--- config.mk ---
export PLATFORM = sky130hd
export DESIGN_NAME = varint_length_prefix_decoder
export DESIGN_NICKNAME = d
export VERILOG_FILES = /design/src/design/vlpd_pkg.sv /design/src/design/vlpd_front.sv /design/src/design/vlpd_back.sv /design/src/design/varint_length_prefix_decoder.sv
export SDC_FILE = /design/constraint.sdc
export NUM_CORES = 1
export LEC_CHECK = 0
export BUFFER_PORTS_ARGS = -buffer_cell sky130_fd_sc_hd__buf_4
export CAP_MARGIN = 10
export CORE_MARGIN = 2
export CORE_UTILIZATION = 48
export DETAILED_ROUTE_END_ITERATION = 7
export GPL_TIMING_DRIVEN = 1
export HOLD_SLACK_MARGIN = 0.02
export PLACE_DENSITY = 0.71
export SETUP_SLACK_MARGIN = 0.5
export SLEW_MARGIN = 0
export SYNTH_ARGS = -nofsm -noshare
export SYNTH_HDL_FRONTEND = slang
export SYNTH_SLANG_ARGS = --single-unit
--- constraint.sdc ---
create_clock -name i_clk -period 9.23 [get_ports i_clk]
set_clock_uncertainty 0.05 [all_clocks]
set_input_delay 1.846 -clock i_clk [delete_from_list [all_inputs] [get_ports i_clk]]
set_output_delay 1.846 -clock i_clk [all_outputs]
set_load 0.1 [all_outputs]
--- src/design/vlpd_pkg.sv ---
package vlpd_pkg;

    // LEB128 byte fields
    localparam logic [7:0] CONT_BIT   = 8'h80;
    localparam logic [7:0] GROUP_MASK = 8'h7F;
    localparam logic [5:0] GROUP_BITS = 6'd7;

    // varint byte limits
    localparam logic [3:0] LIMIT_32 = 4'd5;
    localparam logic [3:0] LIMIT_64 = 4'd10;

    // default queue depths
    localparam int DEF_FRONT_DEPTH = 2;
    localparam int DEF_OUT_DEPTH   = 2;

    // decode_mode codes; the unused code decodes as varint64
    localparam logic [1:0] MODE_VARINT32 = 2'd0;
    localparam logic [1:0] MODE_VARINT64 = 2'd1;
    localparam logic [1:0] MODE_RECORD   = 2'd2;

    typedef enum logic [1:0] {
        KIND_VALUE   = 2'd0,
        KIND_PAYLOAD = 2'd1,
        KIND_ERROR   = 2'd2
    } t_kind;

    typedef enum logic [1:0] {
        ERR_NONE      = 2'd0,
        ERR_OVERLONG  = 2'd1,
        ERR_TRUNCATED = 2'd2,
        ERR_SHORT     = 2'd3
    } t_err;

    // classified input beat
    typedef struct packed {
        logic [7:0] data_byte;
        logic       present;
        logic       end_flag;
        logic       cont;
    } t_item;

    // one result beat
    typedef struct packed {
        t_kind       kind;
        logic [63:0] value;
        logic [7:0]  pbyte;
        t_err        err;
        logic        last;
        logic [3:0]  used;
    } t_result;

endpackage

--- src/design/vlpd_front.sv ---
module vlpd_front #(
    parameter int FRONT_DEPTH = vlpd_pkg::DEF_FRONT_DEPTH
) (
    input  logic             i_clk,
    input  logic             i_rst_n,
    input  logic             push,
    output logic             full,
    input  logic [7:0]       i_data_byte,
    input  logic             i_byte_present,
    input  logic             i_input_end,
    output logic             o_item_valid,
    output vlpd_pkg::t_item  o_item,
    input  logic             i_item_take
);

    localparam int PW = (FRONT_DEPTH > 1) ? $clog2(FRONT_DEPTH) : 1;
    localparam int CW = $clog2(FRONT_DEPTH + 1);

    vlpd_pkg::t_item r_mem [FRONT_DEPTH];
    logic [PW-1:0] r_wr_ptr, n_wr_ptr;
    logic [PW-1:0] r_rd_ptr, n_rd_ptr;
    logic [CW-1:0] r_cnt, n_cnt;
    logic          wr_en, rd_en;
    vlpd_pkg::t_item in_item;

    always_comb begin
        in_item.data_byte = i_data_byte;
        in_item.present   = i_byte_present;
        in_item.end_flag  = i_input_end;
        in_item.cont      = i_byte_present & ((i_data_byte & vlpd_pkg::CONT_BIT) != 8'h00);
    end

    assign full         = (r_cnt == CW'(FRONT_DEPTH));
    assign o_item_valid = (r_cnt != '0);
    assign o_item       = r_mem[r_rd_ptr];
    assign wr_en        = push & ~full;
    assign rd_en        = i_item_take & o_item_valid;

    always_comb begin
        n_wr_ptr = r_wr_ptr;
        n_rd_ptr = r_rd_ptr;
        n_cnt    = r_cnt;
        if (wr_en) begin
            n_wr_ptr = (r_wr_ptr == PW'(FRONT_DEPTH - 1)) ? '0 : r_wr_ptr + 1'b1;
        end
        if (rd_en) begin
            n_rd_ptr = (r_rd_ptr == PW'(FRONT_DEPTH - 1)) ? '0 : r_rd_ptr + 1'b1;
        end
        if (wr_en && !rd_en) begin
            n_cnt = r_cnt + 1'b1;
        end else if (rd_en && !wr_en) begin
            n_cnt = r_cnt - 1'b1;
        end
    end

    always_ff @(posedge i_clk) begin
        if (!i_rst_n) begin
            r_wr_ptr <= '0;
            r_rd_ptr <= '0;
            r_cnt    <= '0;
        end else begin
            r_wr_ptr <= n_wr_ptr;
            r_rd_ptr <= n_rd_ptr;
            r_cnt    <= n_cnt;
        end
    end

    always_ff @(posedge i_clk) begin
        if (wr_en) begin
            r_mem[r_wr_ptr] <= in_item;
        end
    end

endmodule

--- src/design/vlpd_back.sv ---
module vlpd_back #(
    parameter int OUT_DEPTH = vlpd_pkg::DEF_OUT_DEPTH
) (
    input  logic              i_clk,
    input  logic              i_rst_n,
    input  logic [1:0]        i_mode,
    input  logic              i_item_valid,
    input  vlpd_pkg::t_item   i_item,
    output logic              o_item_take,
    output logic              empty,
    output vlpd_pkg::t_result o_result,
    input  logic              pop
);

    localparam int PW = (OUT_DEPTH > 1) ? $clog2(OUT_DEPTH) : 1;
    localparam int CW = $clog2(OUT_DEPTH + 1);

    // decoder state
    logic [63:0] r_acc, n_acc;
    logic [3:0]  r_vcnt, n_vcnt;
    logic        r_in_pay, n_in_pay;
    logic [63:0] r_rem, n_rem;

    // result queue
    vlpd_pkg::t_result r_mem [OUT_DEPTH];
    logic [PW-1:0] r_wr_ptr, n_wr_ptr;
    logic [PW-1:0] r_rd_ptr, n_rd_ptr;
    logic [CW-1:0] r_cnt, n_cnt;
    logic          wr_en, rd_en;

    logic              emit;
    vlpd_pkg::t_result res;
    logic [3:0]        limit;
    logic [5:0]        sh_amt;
    logic [63:0]       acc_new;
    logic [63:0]       value;
    logic              last_pay;

    assign o_item_take = i_item_valid & (r_cnt != CW'(OUT_DEPTH));
    assign empty       = (r_cnt == '0);
    assign o_result    = r_mem[r_rd_ptr];
    assign wr_en       = o_item_take & emit;
    assign rd_en       = pop & ~empty;

    assign limit    = (i_mode == vlpd_pkg::MODE_VARINT32) ? vlpd_pkg::LIMIT_32
                                                          : vlpd_pkg::LIMIT_64;
    assign sh_amt   = {2'b00, r_vcnt} * vlpd_pkg::GROUP_BITS;
    assign acc_new  = r_acc | ({56'd0, i_item.data_byte & vlpd_pkg::GROUP_MASK} << sh_amt);
    assign value    = (i_mode == vlpd_pkg::MODE_VARINT32) ? {32'd0, acc_new[31:0]} : acc_new;
    assign last_pay = (r_rem == 64'd1);

    // one decode step per beat
    always_comb begin
        n_acc    = r_acc;
        n_vcnt   = r_vcnt;
        n_in_pay = r_in_pay;
        n_rem    = r_rem;
        emit     = 1'b0;
        res      = '0;
        res.kind = vlpd_pkg::KIND_VALUE;
        res.err  = vlpd_pkg::ERR_NONE;

        if (!i_item.present) begin
            if (i_item.end_flag) begin
                if (r_in_pay) begin
                    emit     = 1'b1;
                    res.kind = vlpd_pkg::KIND_ERROR;
                    res.err  = vlpd_pkg::ERR_SHORT;
                end else if (r_vcnt != 4'd0) begin
                    emit     = 1'b1;
                    res.kind = vlpd_pkg::KIND_ERROR;
                    res.err  = vlpd_pkg::ERR_TRUNCATED;
                end
                n_acc    = '0;
                n_vcnt   = '0;
                n_in_pay = 1'b0;
                n_rem    = '0;
            end
        end else if (r_in_pay) begin
            emit = 1'b1;
            if (i_item.end_flag && !last_pay) begin
                res.kind = vlpd_pkg::KIND_ERROR;
                res.err  = vlpd_pkg::ERR_SHORT;
                n_acc    = '0;
                n_vcnt   = '0;
                n_in_pay = 1'b0;
                n_rem    = '0;
            end else begin
                res.kind  = vlpd_pkg::KIND_PAYLOAD;
                res.pbyte = i_item.data_byte;
                res.last  = last_pay;
                n_rem     = r_rem - 64'd1;
                if (last_pay || i_item.end_flag) begin
                    n_in_pay = 1'b0;
                    n_rem    = '0;
                    n_acc    = '0;
                    n_vcnt   = '0;
                end
            end
        end else if (r_vcnt >= limit) begin
            emit     = 1'b1;
            res.kind = vlpd_pkg::KIND_ERROR;
            res.err  = vlpd_pkg::ERR_OVERLONG;
            n_acc    = '0;
            n_vcnt   = '0;
            n_in_pay = 1'b0;
            n_rem    = '0;
        end else if (i_item.cont) begin
            if (i_item.end_flag) begin
                emit     = 1'b1;
                res.kind = vlpd_pkg::KIND_ERROR;
                res.err  = vlpd_pkg::ERR_TRUNCATED;
                n_acc    = '0;
                n_vcnt   = '0;
                n_in_pay = 1'b0;
                n_rem    = '0;
            end else begin
                n_acc  = acc_new;
                n_vcnt = r_vcnt + 4'd1;
            end
        end else begin
            // varint complete
            emit     = 1'b1;
            n_acc    = '0;
            n_vcnt   = '0;
            res.kind = vlpd_pkg::KIND_VALUE;
            res.value = value;
            res.used  = r_vcnt + 4'd1;
            if (i_mode == vlpd_pkg::MODE_RECORD) begin
                if (value == 64'd0) begin
                    res.last = 1'b1;
                end else if (i_item.end_flag) begin
                    res       = '0;
                    res.kind  = vlpd_pkg::KIND_ERROR;
                    res.err   = vlpd_pkg::ERR_SHORT;
                end else begin
                    n_in_pay = 1'b1;
                    n_rem    = value;
                end
            end
        end
    end

    always_comb begin
        n_wr_ptr = r_wr_ptr;
        n_rd_ptr = r_rd_ptr;
        n_cnt    = r_cnt;
        if (wr_en) begin
            n_wr_ptr = (r_wr_ptr == PW'(OUT_DEPTH - 1)) ? '0 : r_wr_ptr + 1'b1;
        end
        if (rd_en) begin
            n_rd_ptr = (r_rd_ptr == PW'(OUT_DEPTH - 1)) ? '0 : r_rd_ptr + 1'b1;
        end
        if (wr_en && !rd_en) begin
            n_cnt = r_cnt + 1'b1;
        end else if (rd_en && !wr_en) begin
            n_cnt = r_cnt - 1'b1;
        end
    end

    always_ff @(posedge i_clk) begin
        if (!i_rst_n) begin
            r_acc    <= '0;
            r_vcnt   <= '0;
            r_in_pay <= 1'b0;
            r_rem    <= '0;
            r_wr_ptr <= '0;
            r_rd_ptr <= '0;
            r_cnt    <= '0;
        end else begin
            if (o_item_take) begin
                r_acc    <= n_acc;
                r_vcnt   <= n_vcnt;
                r_in_pay <= n_in_pay;
                r_rem    <= n_rem;
            end
            r_wr_ptr <= n_wr_ptr;
            r_rd_ptr <= n_rd_ptr;
            r_cnt    <= n_cnt;
        end
    end

    always_ff @(posedge i_clk) begin
        if (wr_en) begin
            r_mem[r_wr_ptr] <= res;
        end
    end

endmodule

--- src/design/varint_length_prefix_decoder.sv ---
// Path: each byte is written into the front queue; the decode step reads it from
//   the queue head and, when it yields a result, writes that result into the result
//   queue, whose head drives the result ports.
// Throughput: one byte per cycle while the result queue has a free slot, set by the decode step in the back end.
// Reset: synchronous, active low; clears both queues, the decoder state and
//   decode_mode (back to varint32).
module varint_length_prefix_decoder #(
    parameter int FRONT_DEPTH = vlpd_pkg::DEF_FRONT_DEPTH,
    parameter int OUT_DEPTH   = vlpd_pkg::DEF_OUT_DEPTH
) (
    input  logic        i_clk,
    input  logic        i_rst_n,
    // config write channel: decode_mode
    input  logic        i_cfg_valid,
    output logic        o_cfg_ready,
    input  logic [1:0]  i_cfg_data,
    // byte input, queue style
    input  logic        push,
    output logic        full,
    input  logic [7:0]  i_data_byte,
    input  logic        i_byte_present,
    input  logic        i_input_end,
    // result output, queue style
    output logic        empty,
    input  logic        pop,
    output logic [1:0]  o_result_kind,
    output logic [63:0] o_decoded_value,
    output logic [7:0]  o_payload_byte,
    output logic [1:0]  o_error_code,
    output logic        o_record_last,
    output logic [3:0]  o_bytes_used
);

    // mode register, always ready; the host must write it only while the block is idle, not enforced by the block
    logic [1:0] r_mode;

    logic              item_valid;
    logic              item_take;
    vlpd_pkg::t_item   item;
    vlpd_pkg::t_result result;

    assign o_cfg_ready = 1'b1;

    always_ff @(posedge i_clk) begin
        if (!i_rst_n) begin
            r_mode <= vlpd_pkg::MODE_VARINT32;
        end else if (i_cfg_valid && o_cfg_ready) begin
            r_mode <= i_cfg_data;
        end
    end

    // front: take byte beats, tag continuation bit, buffer
    vlpd_front #(
        .FRONT_DEPTH (FRONT_DEPTH)
    ) u_front (
        .i_clk          (i_clk),
        .i_rst_n        (i_rst_n),
        .push           (push),
        .full           (full),
        .i_data_byte    (i_data_byte),
        .i_byte_present (i_byte_present),
        .i_input_end    (i_input_end),
        .o_item_valid   (item_valid),
        .o_item         (item),
        .i_item_take    (item_take)
    );

    // back: varint accumulate, record payload tracking, result queue.
    // It only pulls a beat when the result queue has a free slot, so a
    // stalled consumer backs up into the front queue and then into full.
    vlpd_back #(
        .OUT_DEPTH (OUT_DEPTH)
    ) u_back (
        .i_clk        (i_clk),
        .i_rst_n      (i_rst_n),
        .i_mode       (r_mode),
        .i_item_valid (item_valid),
        .i_item       (item),
        .o_item_take  (item_take),
        .empty        (empty),
        .o_result     (result),
        .pop          (pop)
    );

    assign o_result_kind   = result.kind;
    assign o_decoded_value = result.value;
    assign o_payload_byte  = result.pbyte;
    assign o_error_code    = result.err;
    assign o_record_last   = result.last;
    assign o_bytes_used    = result.used;

endmodule
**Word-level counts from Yosys, hierarchy flattened**

Memories as Yosys holds them, arrays and structs flattened. A register that Yosys moved wholly into a read port is not among the register bits.
Index checks and enable logic that the tools add are counted.
Widths: inputs -> output; s select.

- Bits in registers: 143
- Bits in latches: 0
- RAM bits: 184
- Bits in read-only memories: 0
- Input port bits: 17
- Output and inout port bits: 84
- Word-level logic and storage cells: 164
- Memories: 2

Memories:

| memory | words | bits a word | read ports | clocked after memory_dff | wr ports | line | text |
|---|---|---|---|---|---|---|---|
| u_back.r_mem | 2 | 81 | 1 | 1 | 1 | vlpd_back.sv:25 | `vlpd_pkg::t_result r_mem [OUT_DEPTH];` |
| u_front.r_mem | 2 | 11 | 1 | 1 | 1 | vlpd_front.sv:19 | `vlpd_pkg::t_item r_mem [FRONT_DEPTH];` |

- Add/sub/neg operators: 10
- Multipliers: 1
- Div/mod/pow operators: 0
- $lt $le $gt $ge: 1
- Equality and inequality tests: 8
- Shift-type cells: 1
- Muxes and demuxes: 99
- Bitwise gates (word level): 9
- Reductions and logical operators: 22

Operator list:

| kind | count |
|---|---|
| $mux 64 | 20 |
| $mux 81 | 8 |
| $mux 72 | 3 |
| $mux 76 | 1 |
| $eq 64x1->1 const B | 1 |
| $logic_not 64->1 | 1 |
| $or 64x64->64 | 1 |
| $shl 7x6->64 | 1 |
| $sub 64x1->64 const B | 1 |
| $mux 4 | 11 |
| $mux 2 | 19 |
| $mux 1 | 32 |
| $mux 5 | 3 |
| $ne 5x5->1 const B | 3 |
| $mux 11 | 1 |
| $mux 8 | 1 |
| $reduce_bool 2->1 | 4 |
| $and 1x1->1 | 6 |
| $mul 4x3->6 const B | 1 |
| $logic_and 1x1->1 | 5 |
| $logic_not 1->1 | 5 |
| $add 1x1->1 const B | 4 |
| $add 2x1->2 const B | 2 |
| $add 4x1->4 const B | 1 |
| other kinds (12) | 16 |

**Longest topological paths before layout**

Gate-level depths: netlist of run 1.

- Depth after elaboration: 17
- Gate-level depth with buffers: 23
- Mapped depth without buffers: 17

**By module**

Synthesis of run 1 repeated with hierarchy kept, for this count alone.

- Cell total of the unflattened synthesis: 1,659
- Area, all modules: 16,509.6 um2

By module, submodules not included:

| module | instances | cells an instance | area an instance (um2) | sequential area each (um2) |
|---|---|---|---|---|
| vlpd_back | 1 | 1,591 | 15,393.5 | 7,627.3 |
| vlpd_front | 1 | 60 | 1,032.2 | 760.7 |
| varint_length_prefix_decoder | 1 | 8 | 83.8 | 40.0 |

**Worst setup path after synthesis of run 1**

Ideal clock, no wire load.

- Kind: reg-to-reg
- Start: reg r_mode[1]
- End: mem u_back.r_mem[0][0] (netlist bit) (enable)
- Library setup time: 0.531 ns
- Arrival: 5.903 ns
- Required time: 8.649 ns
- Path slack: 2.746 ns
- Cell stages (with the launch flop): 13
- Buffers on the path: 4
- Clock period less this slack: 6.484 ns
- Path through: dfxtp_1 > or2_2 > clkbuf_1 > clkbuf_1 > clkbuf_1 > ha_1 > a21o_1 > a211oi_1 > clkbuf_1 > nand2_1 > nand2_1 > a21oi_1 > nor2b_1

- Word-level cells in the longest chain between the ends: 9

RTL lines:

| item | line | text |
|---|---|---|
| start, declared | varint_length_prefix_decoder.sv:35 | `logic [1:0] r_mode;` |
| start signal, assigned | varint_length_prefix_decoder.sv:46 | `r_mode <= vlpd_pkg::MODE_VARINT32;` |
| start signal, assigned | varint_length_prefix_decoder.sv:48 | `r_mode <= i_cfg_data;` |
| $logic_not 2->1 | vlpd_back.sv:45 | `assign limit = (i_mode == vlpd_pkg::MODE_VARINT32) ? vlpd_pkg::LIMIT_32` |
| $mux 4 | vlpd_back.sv:45 |  |
| $ge 4x4->1 | vlpd_back.sv:100 | `end else if (r_vcnt >= limit) begin` |
| $mux 1 | vlpd_back.sv:100 |  |
| $mux 1 | vlpd_back.sv:79 | `end else if (r_in_pay) begin` |
| $mux 1 | vlpd_back.sv:63 | `if (!i_item.present) begin` |
| $and 1x1->1 | vlpd_back.sv:42 | `assign wr_en = o_item_take & emit;` |
| via u_back.wr_en | vlpd_back.sv:29 | `logic wr_en, rd_en;` |
| $mux 1 | vlpd_back.sv:184 | `if (wr_en) begin` |
| $mux 1 (implied by the code) | vlpd_back.sv:185 | `r_mem[r_wr_ptr] <= res;` |
| end, declared | vlpd_back.sv:25 |  |

The timed path passes the listed nets, and every way through them passes these cells.

**Worst setup path after layout of run 1**

- Start: reg u_back.r_vcnt[0]
- End: reg u_back.r_rem[40]

- Word-level cells in the longest chain between the ends: 11
- Elaborated cells on any way between the ends: 17
- Those cells by class: mul (1); order compare (1); eq/ne (3); shift (1); mux (8); bitwise (1); reduce/logical (2)

RTL lines:

| item | line | text |
|---|---|---|
| start, declared | vlpd_back.sv:20 | `logic [3:0] r_vcnt, n_vcnt;` |
| start signal, assigned | vlpd_back.sv:173 | `r_vcnt <= n_vcnt;` |
| $mul 4x3->6 | vlpd_back.sv:47 | `assign sh_amt = {2'b00, r_vcnt} * vlpd_pkg::GROUP_BITS;` |
| $shl 7x6->64 | vlpd_back.sv:48 | `assign acc_new = r_acc \| ({56'd0, i_item.data_byte & vlpd_pkg::GROUP_MASK} << sh_amt);` |
| $or 64x64->64 | vlpd_back.sv:48 |  |
| $mux 64 | vlpd_back.sv:49 | `assign value = (i_mode == vlpd_pkg::MODE_VARINT32) ? {32'd0, acc_new[31:0]} : acc_new;` |
| $mux 64 | vlpd_back.sv:132 | `end else if (i_item.end_flag) begin` |
| $mux 64 | vlpd_back.sv:130 | `if (value == 64'd0) begin` |
| $mux 64 | vlpd_back.sv:129 | `if (i_mode == vlpd_pkg::MODE_RECORD) begin` |
| $mux 64 | vlpd_back.sv:108 | `end else if (i_item.cont) begin` |
| $mux 64 | vlpd_back.sv:100 |  |
| $mux 64 | vlpd_back.sv:79 |  |
| $mux 64 | vlpd_back.sv:63 |  |
| end signal, assigned | vlpd_back.sv:175 | `r_rem <= n_rem;` |
| end, declared | vlpd_back.sv:22 | `logic [63:0] r_rem, n_rem;` |

Parallel ways exist; a longest one is shown, timed or not. The select of a mux whose other input is x is not followed.
A chain may end at the register's enable or synchronous reset.

==> impl_metrics.yaml, run 1 <==
synthesis:
  synth_edf_count: 184
  syn-cell-area_mm2: 0.0167
  avgSynthCellArea_um2: 10.1
  ys_seq_elements: 329
  yosysWarnings: 0
  synth_top_flop_cell: "edfxtp_1"
  syn_nets: 1689
  yosysSeqAreaShare_pct: 50.5
  async_reset_ff_share_pct: 0
  netlist_instances: 1652
  yosys.cell_types.count: 98
floorplanning:
  core_mm2: 0.0344
  design.die.area_mm2: 0.0363
  die_w_um: 191
  die_h_um: 191
  initial_utilization_pct: 48.6
  row_count: 68
  num_io_pins: 101
cts:
  cts-root-buf: "clkbuf_16"
  path_clk_slew_ns: 0.06
  cts_hold_buf: 0
  post_cts_resized: 0
  insertion_delay_ns: 0.52
  post-cts-setup-buffers: 0
  clockBufferDepth: 3
  cts_tree: "built"
  numCtsBuffers: 35
  cts.sinks: 329
  htreeDepth: 2
power:
  power_density_mw_per_mm2: 335
  vdd_ir_drop_max_uv: 268
  seq_power_share_pct: 29.4
  leakage_nw: 6.64
  p_sw_share_pct: 47.4
  p_comb_share_pct: 47.9
  p_int_mw: 3.33
  p_sw_mw: 3.00
  clkPwrFrac_pct: 22.7
global_routing:
  track_usage_pct: 29.0
  antenna_found_initial: 0
  grt_pass1_wl_um: 80700
  grt_overflow: 0
  grt_pass1_vias: 13500
  grt_max_degree: 64
final_layout:
  multi_input_area_mm2: 0.00767
  drive_gt1_share_pct: 18.4
  area.growth.synth_to_final_pct: 13.2
  fin_nets: 1748
  fill_cells: 3001
  final_util_pct: 55.0
  regArea_mm2: 0.00843
  antenna_cells: 0
sta:
  min_period_ns: 7.12
  fin_tns_setup_ns: 0
  slew_headroom_pct: 27.3
  post-route-period-util_pct: 77.1
  rsz0062_at_grt: "false"
  setup_viol_count_final: 0
  fmax_mhz: 141
  final_max_slew_viol_count: 0
  tightest_slew_ns: 1.09
  final_hold_viol_count: 0
min_path:
  hold_end: "u_back.r_rem[53]"
  min_delay_path_depth: 2
  hold_path_class: "reg -> reg"
  worstHoldStart: "u_back.r_rem[53]"
critical_path:
  rrSetupSlack_ns: 2.11
  crit_arrival_ns: 7.50
  worstSetupPathType: "reg -> reg"
  cp.buffers_inverters: 3
  critPathSlowestCell: "fa_1"
  required_ns: 9.61
  worstReg2RegStart: "u_back.r_vcnt[0]"
  crit_family: "compound AO/OA/AOI/OAI gates"
  cp-end-kind: "register"
  critPathLaunchType: "register"
  reg2reg_depth: 17
  path_cells: "inv_1, fa_1, inv_1, ha_1, inv_1, fa_1, nor2b_1, o311ai_0, a21oi_1, a221oi_1, nand3_1, o41ai_1, nand2_1, or3_1, o21ai_4, o21ai_0, a21oi_1"
  worstPathMaxFanout: 28
  slowest_delay_ns: 0.98
  cp_common_cell: "inv_1"
  timing.rr.end: "u_back.r_rem[40]"
placement:
  dpl.hpwl_um: 36400
  gp_congestion: 0.970
  portBuffers: 99
route:
  postRouteAntennaNets: 0
  drc_errors: 0
  drtIter0Drc: 2005
  wl_per_cell_um: 24.2
  drt-vias-per-instance: 6.55
  routed_wl_um: 53000
  vias: 14400
  first_pass_iters: 6
flow_run:
  cap_violations: 0
status:
  status: "completed"
## how the worst max path moves through the flow
stage / start / endpoint / slack [ns] / cells after the start
floorplan: r_mode[1] / u_back.r_mem[0][0] / 2.75 / 12
global placement: u_back.r_vcnt[0] / u_back.r_rem[40] / 2.50 / 17
detailed placement: u_back.r_vcnt[0] / u_back.r_rem[40] / 2.35 / 17
CTS: u_back.r_vcnt[0] / u_back.r_rem[40] / 2.34 / 17
global route: u_back.r_vcnt[0] / u_back.r_rem[40] / 1.70 / 17
finish: u_back.r_vcnt[0] / u_back.r_rem[40] / 2.11 / 17
## metrics by stage
step,power (mW),area [um^2],instances,setup WS [ns],hold WS [ns]
after floorplan,4.18,16700,1652,2.75,0.378
after CTS,6.31,18900,2190,2.34,0.406
final,6.33,18900,2190,2.11,0.407
after global placement,4.86,17700,2129,2.50,0.390
after detailed placement,4.88,17700,2129,2.35,0.398
after global routing,6.56,18900,2190,1.70,0.425
## cells in the mapped netlist (9+ instances only)
master / number / area share, %
or4_1: 9 / 0.40
a211oi_1: 9 / 0.40
o22ai_1: 32 / 1.2
nand3_1: 45 / 1.3
nor4_1: 23 / 0.86
mux2_2: 86 / 5.8
ha_1: 16 / 1.2
o21ai_1: 9 / 0.27
a22oi_1: 57 / 2.6
dfxtp_1: 145 / 17
a22o_1: 15 / 0.79
and2_1: 15 / 0.56
xnor2_1: 10 / 0.52
a21oi_1: 134 / 4.0
inv_1: 34 / 0.76
o211ai_1: 24 / 1.1
o21ai_0: 55 / 1.6
buf_2: 24 / 0.72
nor3_1: 46 / 1.4
nand2_1: 97 / 2.2
or3_1: 16 / 0.60
clkbuf_1: 58 / 1.3
a31oi_1: 11 / 0.41
edfxtp_1: 184 / 33
nor2_1: 245 / 5.5
nor2b_1: 13 / 0.49
xor2_1: 12 / 0.63
nand2b_1: 14 / 0.52
## flip-flops by register name (all words and copies together), names as in the netlist, 2 cells and up, named ones only
| register | cells |
|---|---|
| u_back.r_mem | 162 |
| u_back.r_cnt | 2 |
| u_back.r_vcnt | 4 |
| u_back.r_rem | 64 |
| r_mode | 2 |
| u_front.r_mem | 22 |
| u_back.r_acc | 64 |
| u_front.r_cnt | 2 |
## metal layers
layer	track usage, %	up-vias	routed length [um]
met3	5.28	180	5450
met4	16.8	0	3500
met5	0	-	0
li1	-	6339	-
met1	40.0	6902	21300
met2	42.8	932	22700
## final cells by class
class | count | area share, %
sequential | 329 | 44.6
multi-input combinational | 1184 | 40.6
clock buffer | 47 | 5.14
timing repair buffer | 125 | 4.97
tap | 455 | 3.01
clock inverter | 14 | 0.960
inverter | 36 | 0.715
## power by group through the flow
stage	clock [mW]	sequential [mW]	combinational, mW
finish	1.44	1.86	3.03
global route	1.51	1.88	3.17
CTS	1.45	1.86	3.00
detailed placement	0	1.89	2.99
global placement	0	1.88	2.98
floorplan	0	1.86	2.32
## kinds of logic (layout without fill, tap and decap cells)
group                    count (synthesis)  count (layout)  synth area share [%]
flip-flops                             329             329                  50.5
XOR/XNOR                                23              23                  1.25
adder cells (fa/ha/maj)                 20              20                  1.68
other                                    1               1                0.0225
buffers and inverters                  139             222                  3.78
multiplexers                           104             104                  7.53
AND/OR/NAND/NOR                        567             567                  16.0
AO/OA/AOI/OAI                          469             469                  19.3
## layout by cell type, fill, tap and decap left out, types with 11 or more instances in the layout
master,synthesis,final
nor2_1,245,245
edfxtp_1,184,184
dfxtp_1,145,144
a21oi_1,134,134
buf_4,6,125
nand2_1,97,97
mux2_2,86,86
a22oi_1,57,57
o21ai_0,55,55
nor3_1,46,45
nand3_1,45,45
clkbuf_16,0,35
inv_1,34,34
o22ai_1,32,32
o211ai_1,24,24
nor4_1,23,23
or3_1,16,16
ha_1,16,16
a22o_1,15,15
nand2b_1,14,14
and2_1,15,14
nor2b_1,13,12
xor2_1,12,12
a31oi_1,11,11
## worst register-to-register path, cell delays in order, from the launching register on
cell and delay, ns:
dfxtp_1 0.88, inv_1 0.30, fa_1 0.53, inv_1 0.08, ha_1 0.18, inv_1 0.07, fa_1 0.98, nor2b_1 0.10
o311ai_0 0.14, a21oi_1 0.24, a221oi_1 0.91, nand3_1 0.15, o41ai_1 0.69, nand2_1 0.16, or3_1 0.53, o21ai_4 0.66
o21ai_0 0.21, a21oi_1 0.18
Note: power is estimated with default switching activity, not from simulation.
==> run 2, diff against run 1 <==
- ABC_AREA: default -> 1
- PLACE_DENSITY: 0.71 -> 0.74
- clock period: 9.23 -> 5.9 ns (I/O delays scaled with it)
==> run 2 against run 1 <==
Total power grew 100%. Highest routed layer unchanged. Synthesized cell count grew 42%. Design area grew 11%. Worst setup slack lost 1.3 ns. Critical endpoint is now u_back.r_mem[0][2]. Clock power grew 64%. Final cell count grew 34%.
==> impl_metrics.yaml, run 2 <==
placement:
  dpl.hpwl_um: 41100
  gp_congestion: 1.01
  portBuffers: 99
power:
  seq_power_share_pct: 26.8
  vdd_ir_drop_max_uv: 311
  leakage_nw: 8.18
  p_int_mw: 6.22
  p_sw_mw: 6.58
  clkPwrFrac_pct: 18.5
  p_comb_share_pct: 54.8
  p_sw_share_pct: 51.4
  power_mw: 12.8
  power_density_mw_per_mm2: 611
synthesis:
  synth_edf_count: 184
  yosys.cell_types.count: 55
  ys_seq_elements: 329
  synth_top_flop_cell: "edfxtp_1"
  synth_common_cells: "nand2_1 (466), nor2_1 (353), inv_1 (215)"
  synth_most_common_cell: "nand2_1"
  synth_top_area_share_pct: 29.7
  yosysSeqAreaShare_pct: 45.3
  syn_nets: 2386
  avgSynthCellArea_um2: 7.92
  async_reset_ff_share_pct: 0
  syn-cell-area_mm2: 0.0186
  yosysTopAreaCell: "edfxtp_1"
  netlist_instances: 2349
  yosysWarnings: 0
  synth_area_leaders: "edfxtp_1 (30%), dfxtp_1 (16%), nand2_1 (9.4%)"
min_path:
  hold_path_class: "reg -> reg"
  min_delay_path_depth: 2
  hold_end: "u_back.r_acc[31]"
  worstHoldStart: "u_back.r_acc[31]"
final_layout:
  regArea_mm2: 0.00843
  fin_nets: 2427
  final_util_pct: 54.4
  multi_input_area_mm2: 0.00872
  largest_reg_flops: 162
  largest_register: "u_back.r_mem"
  area.growth.synth_to_final_pct: 12.6
  fill_cells: 3549
  antenna_cells: 0
  final_common_cell: "nand2_1"
  mostFrequentLayoutCells: "nand2_1 (466), nor2_1 (350), inv_1 (214)"
  largestRegisters: "u_back.r_mem (162), u_back.r_acc (64), u_back.r_rem (64)"
  drive_gt1_share_pct: 14.8
critical_path:
  worstPathMaxFanout: 40
  critPathLaunchType: "register"
  timing.rr.end: "u_back.r_mem[0][2]"
  cp-end-kind: "register"
  required_ns: 6.10
  crit_arrival_ns: 5.32
  reg2reg_depth: 21
  rrSetupSlack_ns: 0.79
  worstReg2RegStart: "u_back.r_vcnt[0]"
  worstSetupPathType: "reg -> reg"
global_routing:
  antenna_found_initial: 0
  grt_overflow: 0
  track_usage_pct: 28.5
  met1_usage_pct: 38.9
  grt_pass1_wl_um: 90900
  grt_max_degree: 68
  grt_pass1_vias: 16200
  use_met3_pct: 4.90
  busiest_layer: "met2"
  use_met2_pct: 45.0
cts:
  insertion_delay_ns: 0.54
  path_clk_slew_ns: 0.07
  cts_tree: "built"
  clockBufferDepth: 3
  htreeDepth: 2
  cts-root-buf: "clkbuf_16"
  cts.sinks: 329
  numCtsBuffers: 36
sta:
  slew_headroom_pct: 32.0
  final_hold_viol_count: 0
  tightest_slew_ns: 1.02
  min_period_ns: 5.11
  fmax_mhz: 196
  fin_tns_setup_ns: 0
  rsz0062_at_grt: "false"
  post-route-period-util_pct: 86.7
  final_max_slew_viol_count: 0
  setup_viol_count_final: 0
floorplanning:
  die_h_um: 201
  design.die.area_mm2: 0.0404
  core_mm2: 0.0385
  die_w_um: 201
  row_count: 72
  initial_utilization_pct: 48.4
  num_io_pins: 101
route:
  wl_per_cell_um: 20.0
  routed_wl_um: 58800
  drt-vias-per-instance: 5.83
  postRouteAntennaNets: 0
  first_pass_iters: 8
  drtIter0Drc: 1995
  drc_errors: 0
  vias: 17100
status:
  status: "completed"
flow_run:
  cap_violations: 0
[run 2: changes by cell type after synthesis, moves of 23 or more]
cell      previous run  this run
a21oi_2              3        41
a22oi_1             57         5
clkbuf_1            58        86
inv_1               34       215
nand2_1             97       466
nand3_1             45       179
nand4_1              8        49
nor2_1             245       353
nor3_1              46        23
o21ai_0             55       118
xor2_1              12        41
[run 2: final cells by class]
| cell class | instances | share of cell area (%) |
|---|---|---|
| Multi-Input combinational cell | 1658 | 41.6 |
| Sequential cell | 329 | 40.3 |
| Clock inverter | 24 | 1.24 |
| Timing Repair Buffer | 138 | 5.08 |
| Clock buffer | 42 | 4.61 |
| Inverter | 227 | 4.09 |
| Tap cell | 518 | 3.09 |
[run 2: worst max-delay path, cell delays in order, from the launching register on]
cell and delay, ns:
dfxtp_1 0.60, inv_2 0.21, fa_1 0.50, inv_1 0.07, ha_1 0.15, inv_1 0.06
fa_1 0.55, buf_4 0.33, nand3_1 0.12, nand2_1 0.29, nand3_1 0.17, a21oi_1 0.44
nor2_1 0.08, nand2_1 0.09, nor2_1 0.04, nand2_1 0.08, nor2_1 0.06, nand2_2 0.10
nand3_2 0.12, nand2_2 0.14, buf_4 0.43, nor2_1 0.15
[run 2: repair_timing]
action	CTS	global route
hold buffers	0	0
resized for setup	0	1
setup endpoints to repair	0	30
setup buffers	0	0
[run 2: power groups by stage]
stage                     clock (mW)  combinational (mW)  sequential (mW)
final                           2.36                7.01             3.42
after global routing            2.47                7.53             3.48
after CTS                       2.39                6.92             3.41
after detailed placement           0                6.89             3.46
after global placement             0                6.81             3.43
after floorplan                    0                5.49             3.30
[run 2: through the flow]
step | instance area, um^2 | instances | hold WS (ns) | worst slack, ns
6_report | 20900 | 2936 | 0.412 | 0.785
5_1_grt | 20900 | 2936 | 0.423 | 0.505
4_1_cts | 20900 | 2936 | 0.409 | 0.738
3_5_place_dp | 19700 | 2870 | 0.399 | 0.762
3_3_place_gp | 19700 | 2870 | 0.389 | 0.863
2_1_floorplan | 18600 | 2349 | 0.376 | 0.962
[run 2: kinds of logic (layout without fill, tap and decap cells)]
group                    count (synthesis)  after routing  synth area share, %
multiplexers                            81             81                 4.90
other                                    1              1               0.0202
XOR/XNOR                                46             46                 2.21
buffers and inverters                  362            431                 7.97
AO/OA/AOI/OAI                          412            412                 13.4
AND/OR/NAND/NOR                       1098           1098                 24.7
flip-flops                             329            329                 45.3
adder cells (fa/ha/maj)                 20             20                 1.51
[run 2: per-layer routing]
metal  vias to the layer above  wire length [um]
met2                       847             26600
met5                         -                 0
li1                       7985                 -
met3                       171              5000
met1                      8106             24900
met4                         0              2340
[run 2: worst max path at each step]
| stage | startpoint | to | slack [ns] | cells past startpoint |
|---|---|---|---|---|
| 6_report | u_back.r_vcnt[0] | u_back.r_mem[0][2] | 0.79 | 21 |
| 5_1_grt | u_back.r_vcnt[0] | u_back.r_mem[0][18] | 0.50 | 22 |
| 4_1_cts | u_back.r_vcnt[0] | u_back.r_rem[51] | 0.74 | 23 |
| 3_5_place_dp | u_back.r_vcnt[0] | u_back.r_rem[51] | 0.76 | 23 |
| 3_3_place_gp | u_back.r_vcnt[0] | u_back.r_rem[46] | 0.86 | 23 |
| 2_1_floorplan | r_mode[1] | u_back.r_mem[1][0] | 0.96 | 13 |
